===== src/hdl/fqrs_pkg.sv =====
// Package for the FIFO queue with reverse and search.
// Holds the action and status codes and the fixed port widths.
// No dependencies.
package fqrs_pkg;

    localparam int ACT_W  = 2;
    localparam int STAT_W = 2;
    localparam int DATA_W = 32;
    localparam int POS_W  = 4;
    localparam int OCC_W  = 5;

    typedef enum logic [ACT_W-1:0] {
        ACT_PUSH    = 2'd0,
        ACT_POP     = 2'd1,
        ACT_REVERSE = 2'd2,
        ACT_SEARCH  = 2'd3
    } t_action;

    typedef enum logic [STAT_W-1:0] {
        ST_OK        = 2'd0,
        ST_EMPTY     = 2'd1,
        ST_FULL      = 2'd2,
        ST_NOT_FOUND = 2'd3
    } t_status;

endpackage


===== src/hdl/fifo_queue_reverse_search_core.sv =====
// FIFO queue of signed values with in-place reversal and search; needs fqrs_pkg.
// Push, pop and reverse go from the input transfer to S_EMIT, which loads the registered result;
// a search goes through S_SEARCH, comparing entries from the head until a match or the last entry.
// One item at a time: o_stall is high outside S_IDLE, and S_EMIT holds the result while the
// output stalls; one memory read per cycle.
// Reset (synchronous, active low) empties the queue; entry memory is not cleared.
module fifo_queue_reverse_search_core
    import fqrs_pkg::*;
#(
    parameter int QUEUE_DEPTH = 16,
    parameter int VALUE_WIDTH = 32
) (
    input  logic                     i_clk,
    input  logic                     i_rst_n,
    // input channel
    input  logic                     i_valid,
    output logic                     o_stall,
    input  logic [ACT_W-1:0]         i_action,
    input  logic signed [DATA_W-1:0] i_value,
    // result channel
    output logic                     o_valid,
    input  logic                     i_stall,
    output logic [STAT_W-1:0]        o_status,
    output logic signed [DATA_W-1:0] o_data,
    output logic [POS_W-1:0]         o_position,
    output logic [OCC_W-1:0]         o_occupancy,
    output logic                     o_is_empty
);

    localparam int AW = (QUEUE_DEPTH > 1) ? $clog2(QUEUE_DEPTH) : 1;
    localparam int CW = $clog2(QUEUE_DEPTH + 1);
    localparam logic [CW:0]   DEPTH_X   = (CW+1)'(QUEUE_DEPTH);
    localparam logic [CW-1:0] DEPTH_C   = CW'(QUEUE_DEPTH);
    localparam logic [AW-1:0] LAST_SLOT = AW'(QUEUE_DEPTH - 1);

    typedef enum logic [1:0] {
        S_IDLE,
        S_SEARCH,
        S_EMIT
    } t_state;

    // physical slot of logical position p from head h
    function automatic logic [AW-1:0] slot_of(input logic [AW-1:0] h,
                                              input logic [CW-1:0] p,
                                              input logic          rev);
        logic [CW:0] hx;
        logic [CW:0] px;
        logic [CW:0] s;
        hx = (CW+1)'(h);
        px = (CW+1)'(p);
        if (!rev) begin
            s = hx + px;
            if (s >= DEPTH_X) begin
                s = s - DEPTH_X;
            end
        end else if (hx >= px) begin
            s = hx - px;
        end else begin
            s = hx + DEPTH_X - px;
        end
        return s[AW-1:0];
    endfunction

    // neighbor slot one logical step toward the tail
    function automatic logic [AW-1:0] step(input logic [AW-1:0] s, input logic rev);
        logic [AW-1:0] r;
        if (rev) begin
            r = (s == '0) ? LAST_SLOT : s - AW'(1);
        end else begin
            r = (s == LAST_SLOT) ? '0 : s + AW'(1);
        end
        return r;
    endfunction

    // entry memory
    logic [VALUE_WIDTH-1:0] r_mem [QUEUE_DEPTH];
    logic [VALUE_WIDTH-1:0] r_rd_data;

    // control and result registers
    t_state                 r_state;
    logic [AW-1:0]          r_head;
    logic [CW-1:0]          r_count;
    logic                   r_rev;
    logic [AW-1:0]          r_slot;
    logic [CW-1:0]          r_cmp_pos;
    logic [VALUE_WIDTH-1:0] r_value;
    t_status                r_res_status;
    logic [CW-1:0]          r_res_pos;
    logic                   r_res_pop;

    // combinational control
    logic                   accept;
    t_action                act;
    logic [VALUE_WIDTH-1:0] v_ext;
    logic                   is_full;
    logic                   is_empty_q;
    logic                   hit;
    logic                   last;
    logic                   search_more;
    logic                   mem_we;
    logic [AW-1:0]          mem_waddr;
    logic                   mem_re;
    logic [AW-1:0]          mem_raddr;
    logic                   out_free;

    always_comb begin
        accept      = i_valid && (r_state == S_IDLE);
        act         = t_action'(i_action);
        v_ext       = VALUE_WIDTH'(i_value);
        is_full     = (r_count == DEPTH_C);
        is_empty_q  = (r_count == '0);
        hit         = (r_rd_data == r_value);
        last        = ((r_cmp_pos + CW'(1)) == r_count);
        search_more = (r_state == S_SEARCH) && !hit && !last;
        out_free    = !o_valid || !i_stall;

        // push writes at the tail
        mem_we    = accept && (act == ACT_PUSH) && !is_full;
        mem_waddr = slot_of(r_head, r_count, r_rev);

        // pop and search start at the head; search then walks toward the tail
        mem_re    = (accept && (act == ACT_POP || act == ACT_SEARCH) && !is_empty_q)
                    || search_more;
        mem_raddr = (r_state == S_SEARCH) ? r_slot : r_head;
    end

    assign o_stall = (r_state != S_IDLE);

    // memory ports
    always_ff @(posedge i_clk) begin
        if (mem_we) begin
            r_mem[mem_waddr] <= v_ext;
        end
        if (mem_re) begin
            r_rd_data <= r_mem[mem_raddr];
        end
    end

    // state machine and registered outputs
    always_ff @(posedge i_clk) begin
        if (!i_rst_n) begin
            r_state <= S_IDLE;
            r_head  <= '0;
            r_count <= '0;
            r_rev   <= 1'b0;
            o_valid <= 1'b0;
        end else begin
            // drop valid after a result transfer unless a new result loads now
            if (o_valid && !i_stall && (r_state != S_EMIT)) begin
                o_valid <= 1'b0;
            end
            unique case (r_state)
                S_IDLE: begin
                    if (accept) begin
                        r_value      <= v_ext;
                        r_res_status <= ST_OK;
                        r_res_pos    <= '0;
                        r_res_pop    <= 1'b0;
                        r_state      <= S_EMIT;
                        unique case (act)
                            ACT_PUSH: begin
                                if (is_full) begin
                                    r_res_status <= ST_FULL;
                                end else begin
                                    r_count <= r_count + CW'(1);
                                end
                            end
                            ACT_POP: begin
                                if (is_empty_q) begin
                                    r_res_status <= ST_EMPTY;
                                end else begin
                                    r_res_pop <= 1'b1;
                                    r_head    <= step(r_head, r_rev);
                                    r_count   <= r_count - CW'(1);
                                end
                            end
                            ACT_REVERSE: begin
                                if (!is_empty_q) begin
                                    r_head <= slot_of(r_head, r_count - CW'(1), r_rev);
                                    r_rev  <= !r_rev;
                                end
                            end
                            ACT_SEARCH: begin
                                if (is_empty_q) begin
                                    r_res_status <= ST_NOT_FOUND;
                                end else begin
                                    r_slot    <= step(r_head, r_rev);
                                    r_cmp_pos <= '0;
                                    r_state   <= S_SEARCH;
                                end
                            end
                        endcase
                    end
                end
                S_SEARCH: begin
                    // compare the entry read last cycle, read the next one
                    if (hit) begin
                        r_res_status <= ST_OK;
                        r_res_pos    <= r_cmp_pos;
                        r_state      <= S_EMIT;
                    end else if (last) begin
                        r_res_status <= ST_NOT_FOUND;
                        r_state      <= S_EMIT;
                    end else begin
                        r_slot    <= step(r_slot, r_rev);
                        r_cmp_pos <= r_cmp_pos + CW'(1);
                    end
                end
                S_EMIT: begin
                    // result transfer waits for a free output register
                    if (out_free) begin
                        o_valid     <= 1'b1;
                        o_status    <= r_res_status;
                        o_data      <= r_res_pop ? DATA_W'(r_rd_data) : '0;
                        o_position  <= POS_W'(r_res_pos);
                        o_occupancy <= OCC_W'(r_count);
                        o_is_empty  <= is_empty_q;
                        r_state     <= S_IDLE;
                    end
                end
                default: begin
                    r_state <= S_IDLE;
                end
            endcase
        end
    end

endmodule

===== config.mk =====
export PLATFORM = sky130hd
export DESIGN_NAME = fifo_queue_reverse_search_core
export DESIGN_NICKNAME = d
export VERILOG_FILES = /design/src/hdl/fqrs_pkg.sv /design/src/hdl/fifo_queue_reverse_search_core.sv
export SDC_FILE = /design/constraint.sdc
export NUM_CORES = 1
export LEC_CHECK = 0
export ABC_AREA = 1
export BUFFER_PORTS_ARGS = -buffer_cell sky130_fd_sc_hd__buf_2
export CORE_MARGIN = 8
export CORE_UTILIZATION = 60
export CTS_BUF_LIST = sky130_fd_sc_hd__clkbuf_4 sky130_fd_sc_hd__clkbuf_8 sky130_fd_sc_hd__clkbuf_16
export DETAILED_ROUTE_END_ITERATION = 10
export GPL_ROUTABILITY_DRIVEN = 1
export PLACE_DENSITY = 0.77
export SLEW_MARGIN = 10
export SYNTH_ARGS = -nofsm -noshare
export SYNTH_HDL_FRONTEND = slang
export SYNTH_SLANG_ARGS = --single-unit

===== constraint.sdc =====
create_clock -name i_clk -period 11.1 [get_ports i_clk]
set_input_delay 2.22 -clock i_clk [delete_from_list [all_inputs] [get_ports i_clk]]
set_output_delay 2.22 -clock i_clk [all_outputs]
set_load 0.02 [all_outputs]

==> out/results.ini, run 1 <==
[outcome]
status = completed

[floorplan]
die-area_mm2 = 0.0509
core_area_mm2 = 0.0432
die_w_um = 226
initial_core_util_pct = 61.0
ios = 84
die_h_um = 226
fp-row-count = 76

[placement]
dp_hpwl_um = 32900
place_inst = 2638
placed_cell_area_mm2 = 0.0272
gp_congestion = 0.869
port_buffers = 83

[critical_path]
cp_slowest_stage_delay_ns = 0.88
reg2reg_from = r_state[0]$_SDFFE_PN0P_
start_kind = flip-flop
cpMostUsedCell = buf_4
cp_max_fo = 110
path_cells = inv_2, nor2_4, nand2_2, o21ai_4, buf_4, buf_4, buf_4, a21oi_1, o21ai_0, o21ai_1, o211ai_1, nand2_1
slowest_stage = buf_4
end_kind = flip-flop
path_class = flip-flop to flip-flop
critPathTopFamily = buffers and inverters
cp.arrival_ns = 4.91
critPathLaunch = r_state[0]$_SDFFE_PN0P_
cp.required_ns = 11.43
worst-path-buf-inv = 4

[finish]
diodes = 0
area_growth_pct = 11.2
final_area_mm2 = 0.0293
fillCellCount = 2931
multi_input_area_mm2 = 0.00604
drive_gt1_share_pct = 10.7
final_cells = 2750
nNetsFinal = 2177
regArea_mm2 = 0.0194

[pwr]
power_uw = 5520
peakVddDrop_v = 0.000153
power_density_mw_per_mm2 = 188
p_leak_uw = 0.0101

[synth]
synth_top_cells_by_count = edfxtp_1 (636), nor2_1 (328), o21ai_0 (260)
synth-main-ff-cell = edfxtp_1
yosysTopAreaCellShare_pct = 72.5
synth_top_cell_by_area = edfxtp_1
async_flop_share_pct = 0
syn_area_per_cell_um2 = 12.7
yosys_register_bits = 649
ys_warn_count = 0
yosysUniqueCellTypes = 39
yosysMostFrequentCell = edfxtp_1
synth_edf_count = 636
syn_area_mm2 = 0.0263
synthTopCellsByArea = edfxtp_1 (73%), o21ai_0 (4.9%), nor2_1 (4.7%)
ys_seq_area_share_pct = 73.5
syn-num-nets = 2121
syn_inst = 2066

[timing]
fin_setup_tns_ns = 0
hold_viol = 0
slew_headroom_pct = 16.2
finalCritPeriodShare_pct = 41.2
rsz0062_at_grt = no
fin_crit_ns = 4.58
drv_slew = 0
setup_viol = 0
timing.fmax_ghz = 0.219
tightest_slew_ns = 1.25
fin_skew_ns = 0.0207

[drt]
wl_per_cell_um = 21.7
first_pass_iters = 5
final_antenna_net_count = 0
via_per_inst = 5.96
drt_iter0_drc = 1982
drt_wl_total_um = 59600
drc = 0
vias = 16396

[clock_network]
clk_latency_ns = 0.60
htreeDepth = 3
cts.sink_count = 649
clkTransAtPathRegs_ns = 0.06
root_buffer = clkbuf_16
hold_buffers = 0
cts_tree = done
clockBufferDepth = 3
cts-buffers-inserted = 66
cts_resized = 0
cts_setup_buffers = 0

[grt]
grt_pass1_vias = 15889
grt_usage_pct = 23.2
grt_max_degree = 257
antenna_found_initial = 0
grt_overflow = 0
grt_pass1_wl_um = 90100

[min_path]
hp-start = r_res_pos[2]$_SDFFCE_PN0P_
min_path_type = flip-flop to flip-flop

[job]
drv_cap = 0

==> cells by family after synthesis <==
group,after synthesis,synth area share (%)
AOI/OAI and AO/OA,528,11.4
xor gates and xnor gates,44,1.46
adders and majority gates,17,0.865
buffers and inverters,262,4.20
DFF,649,73.5
muxes,1,0.0380
and+or+nand+nor,565,8.49
==> metrics by stage <==
stage	util, %	hold slack [ns]	setup WS (ns)
after CTS	67.8	0.398	6.60
final	67.8	0.407	6.52
after global placement	63.1	0.404	6.17
after floorplan	-	0.400	5.88
after detailed placement	63.1	0.405	6.06
after global routing	67.8	0.409	6.20
==> cell type report <==
type / count / area share [%]
well taps: 585 / 2.50
clock buffers: 83 / 6.20
flip-flops and latches: 649 / 66.1
repair buffers: 98 / 1.91
multi-input cells: 1155 / 20.6
inverters: 152 / 1.97
clock inverters: 28 / 0.662
==> power breakdown <==
group | internal (µW) | switching [µW] | total, µW | leakage (µW)
combinational | 171 | 460 | 631 | 0.00321
sequential | 2780 | 30.7 | 2810 | 0.00586
clock | 1180 | 890 | 2070 | 0.00101
total | 4140 | 1380 | 5520 | 0.0101
==> cell usage in the layout (no fill, tap or decap), types with 2 or more instances in the layout <==
master and count:
o21ai_0 259, ha_1 15, clkinv_8 3, nand2_2 3, xnor2_1 31, dfxtp_1 13, xor2_1 13, inv_6 3
nand2_1 165, nand3_1 57, a211oi_1 3, clkinv_2 8, nand4_1 3, fa_1 2, edfxtp_1 636, or2_2 3
inv_2 3, buf_2 83, clkinv_1 13, a21oi_1 76, nor3_1 2, clkbuf_16 68, inv_1 148, nor2_4 19
o211ai_1 128, a31oi_1 2, clkbuf_4 15, buf_4 13, o21ai_4 5, o21ai_1 50, nor2_1 310
==> final timing paths <==
path | to | cells after the start | slack [ns]
min | o_position[2]$_DFFE_PP_ | 0 | 0.41
max | r_rd_data[14]$_DFFE_PP_ | 12 | 6.52
max reg2reg | r_rd_data[14]$_DFFE_PP_ | 12 | 6.52
min reg2reg | o_position[2]$_DFFE_PP_ | 0 | 0.41
==> layer usage <==
| metal | global-route usage, % | routed length [µm] |
|---|---|---|
| met1 | 30.1 | 23300 |
| met2 | 38.7 | 29300 |
| met3 | 3.75 | 4860 |
| met4 | 9.83 | 2110 |
| met5 | 0 | 0 |
==> sequential cells by signal (all words and copies together) (netlist names), 2 cells and up <==
register and count:
o_data 32, o_occupancy 5, o_position 4, o_status 2
r_cmp_pos 5, r_count 5, r_head 4, r_mem 512
r_rd_data 32, r_res_pos 4, r_res_status 2, r_slot 4
r_state 2, r_value 32
No activity file was read; power rests on OpenSTA's default activity.
==> inputs of run 2 (changes only) <==
--- a/config.mk
+++ b/config.mk
@@ -8,11 +8,11 @@
 export ABC_AREA = 1
 export BUFFER_PORTS_ARGS = -buffer_cell sky130_fd_sc_hd__buf_2
 export CORE_MARGIN = 8
-export CORE_UTILIZATION = 60
+export CORE_UTILIZATION = 56
 export CTS_BUF_LIST = sky130_fd_sc_hd__clkbuf_4 sky130_fd_sc_hd__clkbuf_8 sky130_fd_sc_hd__clkbuf_16
 export DETAILED_ROUTE_END_ITERATION = 10
 export GPL_ROUTABILITY_DRIVEN = 1
-export PLACE_DENSITY = 0.77
+export PLACE_DENSITY = 0.76
 export SLEW_MARGIN = 10
 export SYNTH_ARGS = -nofsm -noshare
 export SYNTH_HDL_FRONTEND = slang
==> constraint.sdc (replaced) <==
create_clock -name i_clk -period 4.11 [get_ports i_clk]
set_input_delay 0.822 -clock i_clk [delete_from_list [all_inputs] [get_ports i_clk]]
set_output_delay 0.822 -clock i_clk [all_outputs]
set_load 0.02 [all_outputs]
==> out/results.ini, run 2 (synthesis gave the netlist of run 1 again) <==
[outcome]
status = completed  ; unchanged

[grt]
grt_pass1_wl_um = 93000  ; was 90,100 µm
grt_max_degree = 161  ; was 257
grt_use_met3_pct = 3.56  ; was 3.75%
grt_pass1_vias = 16460  ; was 15,889
met1_usage_pct = 28.6  ; was 30.1%
antenna_found_initial = 1  ; was 0
grt_overflow = 0  ; unchanged
grt-busiest-layer = met2  ; unchanged
use_met2_pct = 37.2  ; was 38.7%
grt_usage_pct = 22.3  ; was 23.2%

[drt]
final_antenna_net_count = 0  ; unchanged
drc = 0  ; unchanged
vias = 16413  ; was 16,396
drt_wl_total_um = 60300  ; was 59,600 µm
via_per_inst = 5.86  ; was 5.96
drt_iter0_drc = 1734  ; was 1,982
wl_per_cell_um = 21.5  ; was 21.7 µm
first_pass_iters = 9  ; was 5

[job]
drv_cap = 0  ; unchanged

[pwr]
p_leak_uw = 0.0103  ; was 0.0101 µW
power_density_mw_per_mm2 = 510  ; was 188 mW/mm²
peakVddDrop_v = 0.000465  ; was 0.000153 V

[timing]
setup_viol = 0  ; unchanged
rsz0062_at_grt = no  ; unchanged
finalCritPeriodShare_pct = 92.0  ; was 41.2%
fin_skew_ns = 0.0136  ; was 0.0207 ns
holdWs_ns = 0.430  ; was 0.407 ns
timing.fmax_ghz = 0.265  ; was 0.219 GHz
hold_viol = 0  ; unchanged
tightest_slew_ns = 0.922  ; was 1.25 ns
drv_slew = 0  ; unchanged
fin_crit_ns = 3.78  ; was 4.58 ns
slew_headroom_pct = 38.3  ; was 16.2%

[placement]
placed_cell_area_mm2 = 0.0276  ; was 0.0272 mm²
place_inst = 2686  ; was 2,638
gp_congestion = 0.852  ; was 0.869
port_buffers = 83  ; unchanged
dp_hpwl_um = 34900  ; was 32,900 µm

[clock_network]
root_buffer = clkbuf_16  ; unchanged
htreeDepth = 3  ; unchanged
clockBufferDepth = 3  ; unchanged
cts.sink_count = 649  ; unchanged
cts_tree = done  ; unchanged
clkTransAtPathRegs_ns = 0.06  ; about the same
cts-buffers-inserted = 66  ; unchanged
clk_latency_ns = 0.58  ; was 0.60 ns

[floorplan]
die_w_um = 233  ; was 226 µm
die_h_um = 233  ; was 226 µm
die-area_mm2 = 0.0542  ; was 0.0509 mm²
core_area_mm2 = 0.0465  ; was 0.0432 mm²
initial_core_util_pct = 56.7  ; was 61.0%
fp-row-count = 79  ; was 76
ios = 84  ; unchanged

[critical_path]
cp.arrival_ns = 4.01  ; was 4.91 ns
critPathTopFamily = XOR/XNOR gates  ; was buffers and inverters
path_class = flip-flop to flip-flop  ; unchanged
worst-path-buf-inv = 2  ; was 4
cp_slowest_stage_delay_ns = 0.52  ; was 0.88 ns
slowest_stage = dfxtp_1  ; was buf_4
cp.required_ns = 4.34  ; was 11.43 ns
start_kind = flip-flop  ; unchanged
cp_max_fo = 17  ; was 110
r2r_setup_slack_ns = 0.33  ; was 6.52 ns
end_kind = flip-flop  ; unchanged
path_cells = inv_1, ha_1, xnor2_1, o21ai_0, ha_1, nand2_1, o21ai_0, xor2_1, xor2_2, or2_2, nor2_4, buf_4  ; was inv_2, nor2_4, nand2_2, o21ai_4, buf_4, buf_4, buf_4, a21oi_1, o21ai_0, o21ai_1, o211ai_1, nand2_1

[finish]
layout_common_cells = edfxtp_1 (636), nor2_1 (310), o21ai_0 (259)  ; unchanged
drive_gt1_share_pct = 12.2  ; was 10.7%
diodes = 0  ; unchanged
area_growth_pct = 13.0  ; was 11.2%
regMostFlops = r_mem  ; unchanged
final_area_mm2 = 0.0298  ; was 0.0293 mm²
multi_input_area_mm2 = 0.00606  ; was 0.00604 mm²
final_cells = 2801  ; was 2,750
final_common_cell = edfxtp_1  ; unchanged
nNetsFinal = 2202  ; was 2,177
largest_register_ffs = 512  ; unchanged
regArea_mm2 = 0.0194  ; unchanged
fillCellCount = 3296  ; was 2,931

[min_path]
min_path_type = flip-flop to flip-flop  ; unchanged

[run 2: changes by cell type in the layout (fill, tap and decap cells not counted), sizes merged]
cell      before  now
clkbuf        83   80
buf           98  123
clkinv        24   25
bufinv         1    5
inv          155  154
clkinvlp       0    3
[run 2: where the power goes]
group / leakage (µW) / internal (µW) / switching, µW
Sequential: 0.00586 / 7510 / 79.8
Combinational: 0.00339 / 491 / 1270
Clock: 0.00106 / 3450 / 2380
Total: 0.0103 / 11400 / 3730
[run 2: cell type report]
cell class	count	share of cell area [%]
inverter	152	1.94
clock buffer	80	6.08
timing repair buffer	123	3.02
clock inverter	35	1.03
tap	607	2.55
sequential	649	65.0
multi-input combinational	1155	20.3
[run 2: worst paths after layout]
path	startpoint	depth (start not counted)	endpoint
max	r_count[0]$_SDFFE_PN0P_	12	r_mem[15][9]$_DFFE_PP_
min	r_res_pos[3]$_SDFFCE_PN0P_	0	o_position[3]$_DFFE_PP_
max reg2reg	r_count[0]$_SDFFE_PN0P_	12	r_mem[15][9]$_DFFE_PP_
min reg2reg	r_res_pos[3]$_SDFFCE_PN0P_	0	o_position[3]$_DFFE_PP_
[run 2: timing repair]
item | CTS | global route
buffers inserted | 0 | 0
resized for setup | 0 | 5
hold buffers | 0 | 0
setup endpoints to repair | 0 | 255
[run 2: through the flow]
stage	setup TNS (ns)	setup WS, ns	util (%)	power, µW
2_1_floorplan	-10.43	-0.0408	-	8810
3_3_place_gp	0	0.326	59.5	9390
3_5_place_dp	0	0.226	59.5	9460
4_1_cts	0	0.202	64.0	15200
5_1_grt	0	0.0184	64.1	15700
6_report	0	0.330	64.1	15200
[run 2: metal layers]
metal / vias to the layer above / part of all wire [%] / wire [µm]
li1: 7581 / - / -
met1: 7993 / 40 / 24100
met2: 685 / 49 / 29600
met3: 152 / 7.3 / 4380
met4: 2 / 3.9 / 2320
met5: - / 0.022 / 13
==> inputs of run 3 (changes only) <==
--- a/config.mk
+++ b/config.mk
@@ -6,12 +6,13 @@
 export NUM_CORES = 1
 export LEC_CHECK = 0
 export ABC_AREA = 1
-export BUFFER_PORTS_ARGS = -buffer_cell sky130_fd_sc_hd__buf_2
+export BUFFER_PORTS_ARGS = -buffer_cell sky130_fd_sc_hd__buf_4
 export CORE_MARGIN = 8
 export CORE_UTILIZATION = 56
 export CTS_BUF_LIST = sky130_fd_sc_hd__clkbuf_4 sky130_fd_sc_hd__clkbuf_8 sky130_fd_sc_hd__clkbuf_16
 export DETAILED_ROUTE_END_ITERATION = 10
 export GPL_ROUTABILITY_DRIVEN = 1
+export MAX_ROUTING_LAYER = met4
 export PLACE_DENSITY = 0.76
 export SLEW_MARGIN = 10
 export SYNTH_ARGS = -nofsm -noshare
==> out/results.ini, run 3 (synthesis gave the netlist of run 1 again) <==
[critical_path]
end_kind = flip-flop  ; unchanged
cp_max_fo = 17  ; unchanged
cp.arrival_ns = 4.14  ; was 4.01 ns
start_kind = flip-flop  ; unchanged
path_cells = inv_1, ha_1, xnor2_1, o21ai_0, ha_1, nand2_1, o21ai_0, xor2_1, xor2_1, nand2_1, nor2_4, buf_4  ; was inv_1, ha_1, xnor2_1, o21ai_0, ha_1, nand2_1, o21ai_0, xor2_1, xor2_2, or2_2, nor2_4, buf_4
slowest_stage = dfxtp_1  ; unchanged
path_class = flip-flop to flip-flop  ; unchanged
cp.required_ns = 4.37  ; was 4.34 ns
cp_slowest_stage_delay_ns = 0.52  ; about the same

[floorplan]
fp-row-count = 79  ; unchanged
core_area_mm2 = 0.0465  ; unchanged
ios = 84  ; unchanged
die_h_um = 233  ; unchanged
die-area_mm2 = 0.0542  ; unchanged
initial_core_util_pct = 56.7  ; unchanged
die_w_um = 233  ; unchanged

[placement]
port_buffers = 83  ; unchanged
dp_slack_ns = 0.314  ; was 0.226 ns
place_inst = 2688  ; was 2,686
dp_hpwl_um = 35500  ; was 34,900 µm
gp_congestion = 0.870  ; was 0.852

[clock_network]
clkTransAtPathRegs_ns = 0.06  ; about the same
cts_setup_buffers = 0  ; unchanged
hold_buffers = 0  ; unchanged
clockBufferDepth = 3  ; unchanged
root_buffer = clkbuf_16  ; unchanged
cts_tree = done  ; unchanged
clk_latency_ns = 0.60  ; was 0.58 ns
cts-buffers-inserted = 66  ; unchanged
cts.sink_count = 649  ; unchanged
cts_resized = 0  ; unchanged
htreeDepth = 3  ; unchanged

[grt]
grt_usage_pct = 23.1  ; was 22.3%
grt_pass1_vias = 16302  ; was 16,460
grt_pass1_wl_um = 93600  ; was 93,000 µm
grt_max_degree = 137  ; was 161
antenna_found_initial = 1  ; unchanged
grt_overflow = 0  ; unchanged

[timing]
fin_setup_tns_ns = 0  ; unchanged
hold_viol = 0  ; unchanged
holdWs_ns = 0.419  ; was 0.430 ns
fin_crit_ns = 3.88  ; was 3.78 ns
drv_slew = 0  ; unchanged
setup_viol = 0  ; unchanged
finalCritPeriodShare_pct = 94.4  ; was 92.0%
final.setup.worst_slack_ns = 0.229  ; was 0.330 ns
rsz0062_at_grt = no  ; unchanged
timing.fmax_ghz = 0.258  ; was 0.265 GHz
tightest_slew_ns = 0.891  ; was 0.922 ns
fin_skew_ns = 0.0234  ; was 0.0136 ns
slew_headroom_pct = 40.5  ; was 38.3%

[finish]
nNetsFinal = 2204  ; was 2,202
final_util_pct = 64.5  ; was 64.1%
area_growth_pct = 13.7  ; was 13.0%
layout_common_cells = edfxtp_1 (636), nor2_1 (310), o21ai_0 (259)  ; unchanged
regMostFlops = r_mem  ; unchanged
fillCellCount = 3271  ; was 3,296
drive_gt1_share_pct = 11.9  ; was 12.2%
final_cells = 2806  ; was 2,801
largest_register_ffs = 512  ; unchanged
final_common_cell = edfxtp_1  ; unchanged

[pwr]
peakVddDrop_v = 0.000344  ; was 0.000465 V
power_density_mw_per_mm2 = 508  ; was 510 mW/mm²
p_leak_uw = 0.0104  ; was 0.0103 µW

[drt]
drt_wl_total_um = 61000  ; was 60,300 µm
drc = 0  ; unchanged
first_pass_iters = 5  ; was 9
final_antenna_net_count = 0  ; unchanged
drt_iter0_drc = 1932  ; was 1,734
vias = 16533  ; was 16,413
via_per_inst = 5.89  ; was 5.86
wl_per_cell_um = 21.7  ; was 21.5 µm

[outcome]
status = completed  ; unchanged

[job]
drv_cap = 0  ; unchanged

[min_path]
min_path_type = flip-flop to flip-flop  ; unchanged

run 3: layout make-up:
type                    instances  area, µm²  area share [%]
diodes                          1       2.50         0.00835
inverters                     152        578            1.93
well taps                     607        759            2.54
clock inverters                36        330            1.10
repair buffers                125       1100            3.68
flip-flops and latches        649      19400            64.6
multi-input cells            1155       6040            20.2
clock buffers                  81       1780            5.95
run 3: critical path, delay by kind of cell (launching register included):
family                   cells  cell delay [ns]
XOR/XNOR                     3             0.92
adder cells (fa/ha/maj)      2             0.63
AND/OR/NAND/NOR              3             0.59
buffers and inverters        2             0.52
flip-flops                   1             0.52
AO/OA/AOI/OAI                2             0.36
run 3: routing by layer:
metal	vias to the layer above	part of all wire [%]	global-route usage [%]
li1	7591	-	-
met4	0	2.9	8.39
met2	826	49	37.2
met3	123	8.5	3.68
met1	7993	40	29.6
met5	-	0	-
run 3: path summary, 6_finish.rpt:
| path | from | to | slack [ns] | cells after the start |
|---|---|---|---|---|
| worst min-delay path | r_res_status[0]$_DFFE_PP_ | o_status[0]$_DFFE_PP_ | 0.42 | 0 |
| worst max register to register | r_count[0]$_SDFFE_PN0P_ | r_mem[7][30]$_DFFE_PP_ | 0.23 | 12 |
| worst max-delay path | r_count[0]$_SDFFE_PN0P_ | r_mem[7][30]$_DFFE_PP_ | 0.23 | 12 |
| worst min register to register | r_res_status[0]$_DFFE_PP_ | o_status[0]$_DFFE_PP_ | 0.42 | 0 |
run 3: where the power goes:
| part | total, µW | leakage, µW | internal (µW) | switching, µW |
|---|---|---|---|---|
| registers | 7590 | 0.00586 | 7510 | 81.1 |
| clock network | 5870 | 0.00105 | 3410 | 2450 |
| logic | 1780 | 0.00346 | 509 | 1270 |
| total | 15200 | 0.0104 | 11400 | 3800 |
run 3: stage by stage:
stage	power, µW	instance area (µm²)
global route	15800	30000
global placement	9420	27800
detailed placement	9490	27800
finish	15200	30000
CTS	15300	30000
floorplan	8810	26300
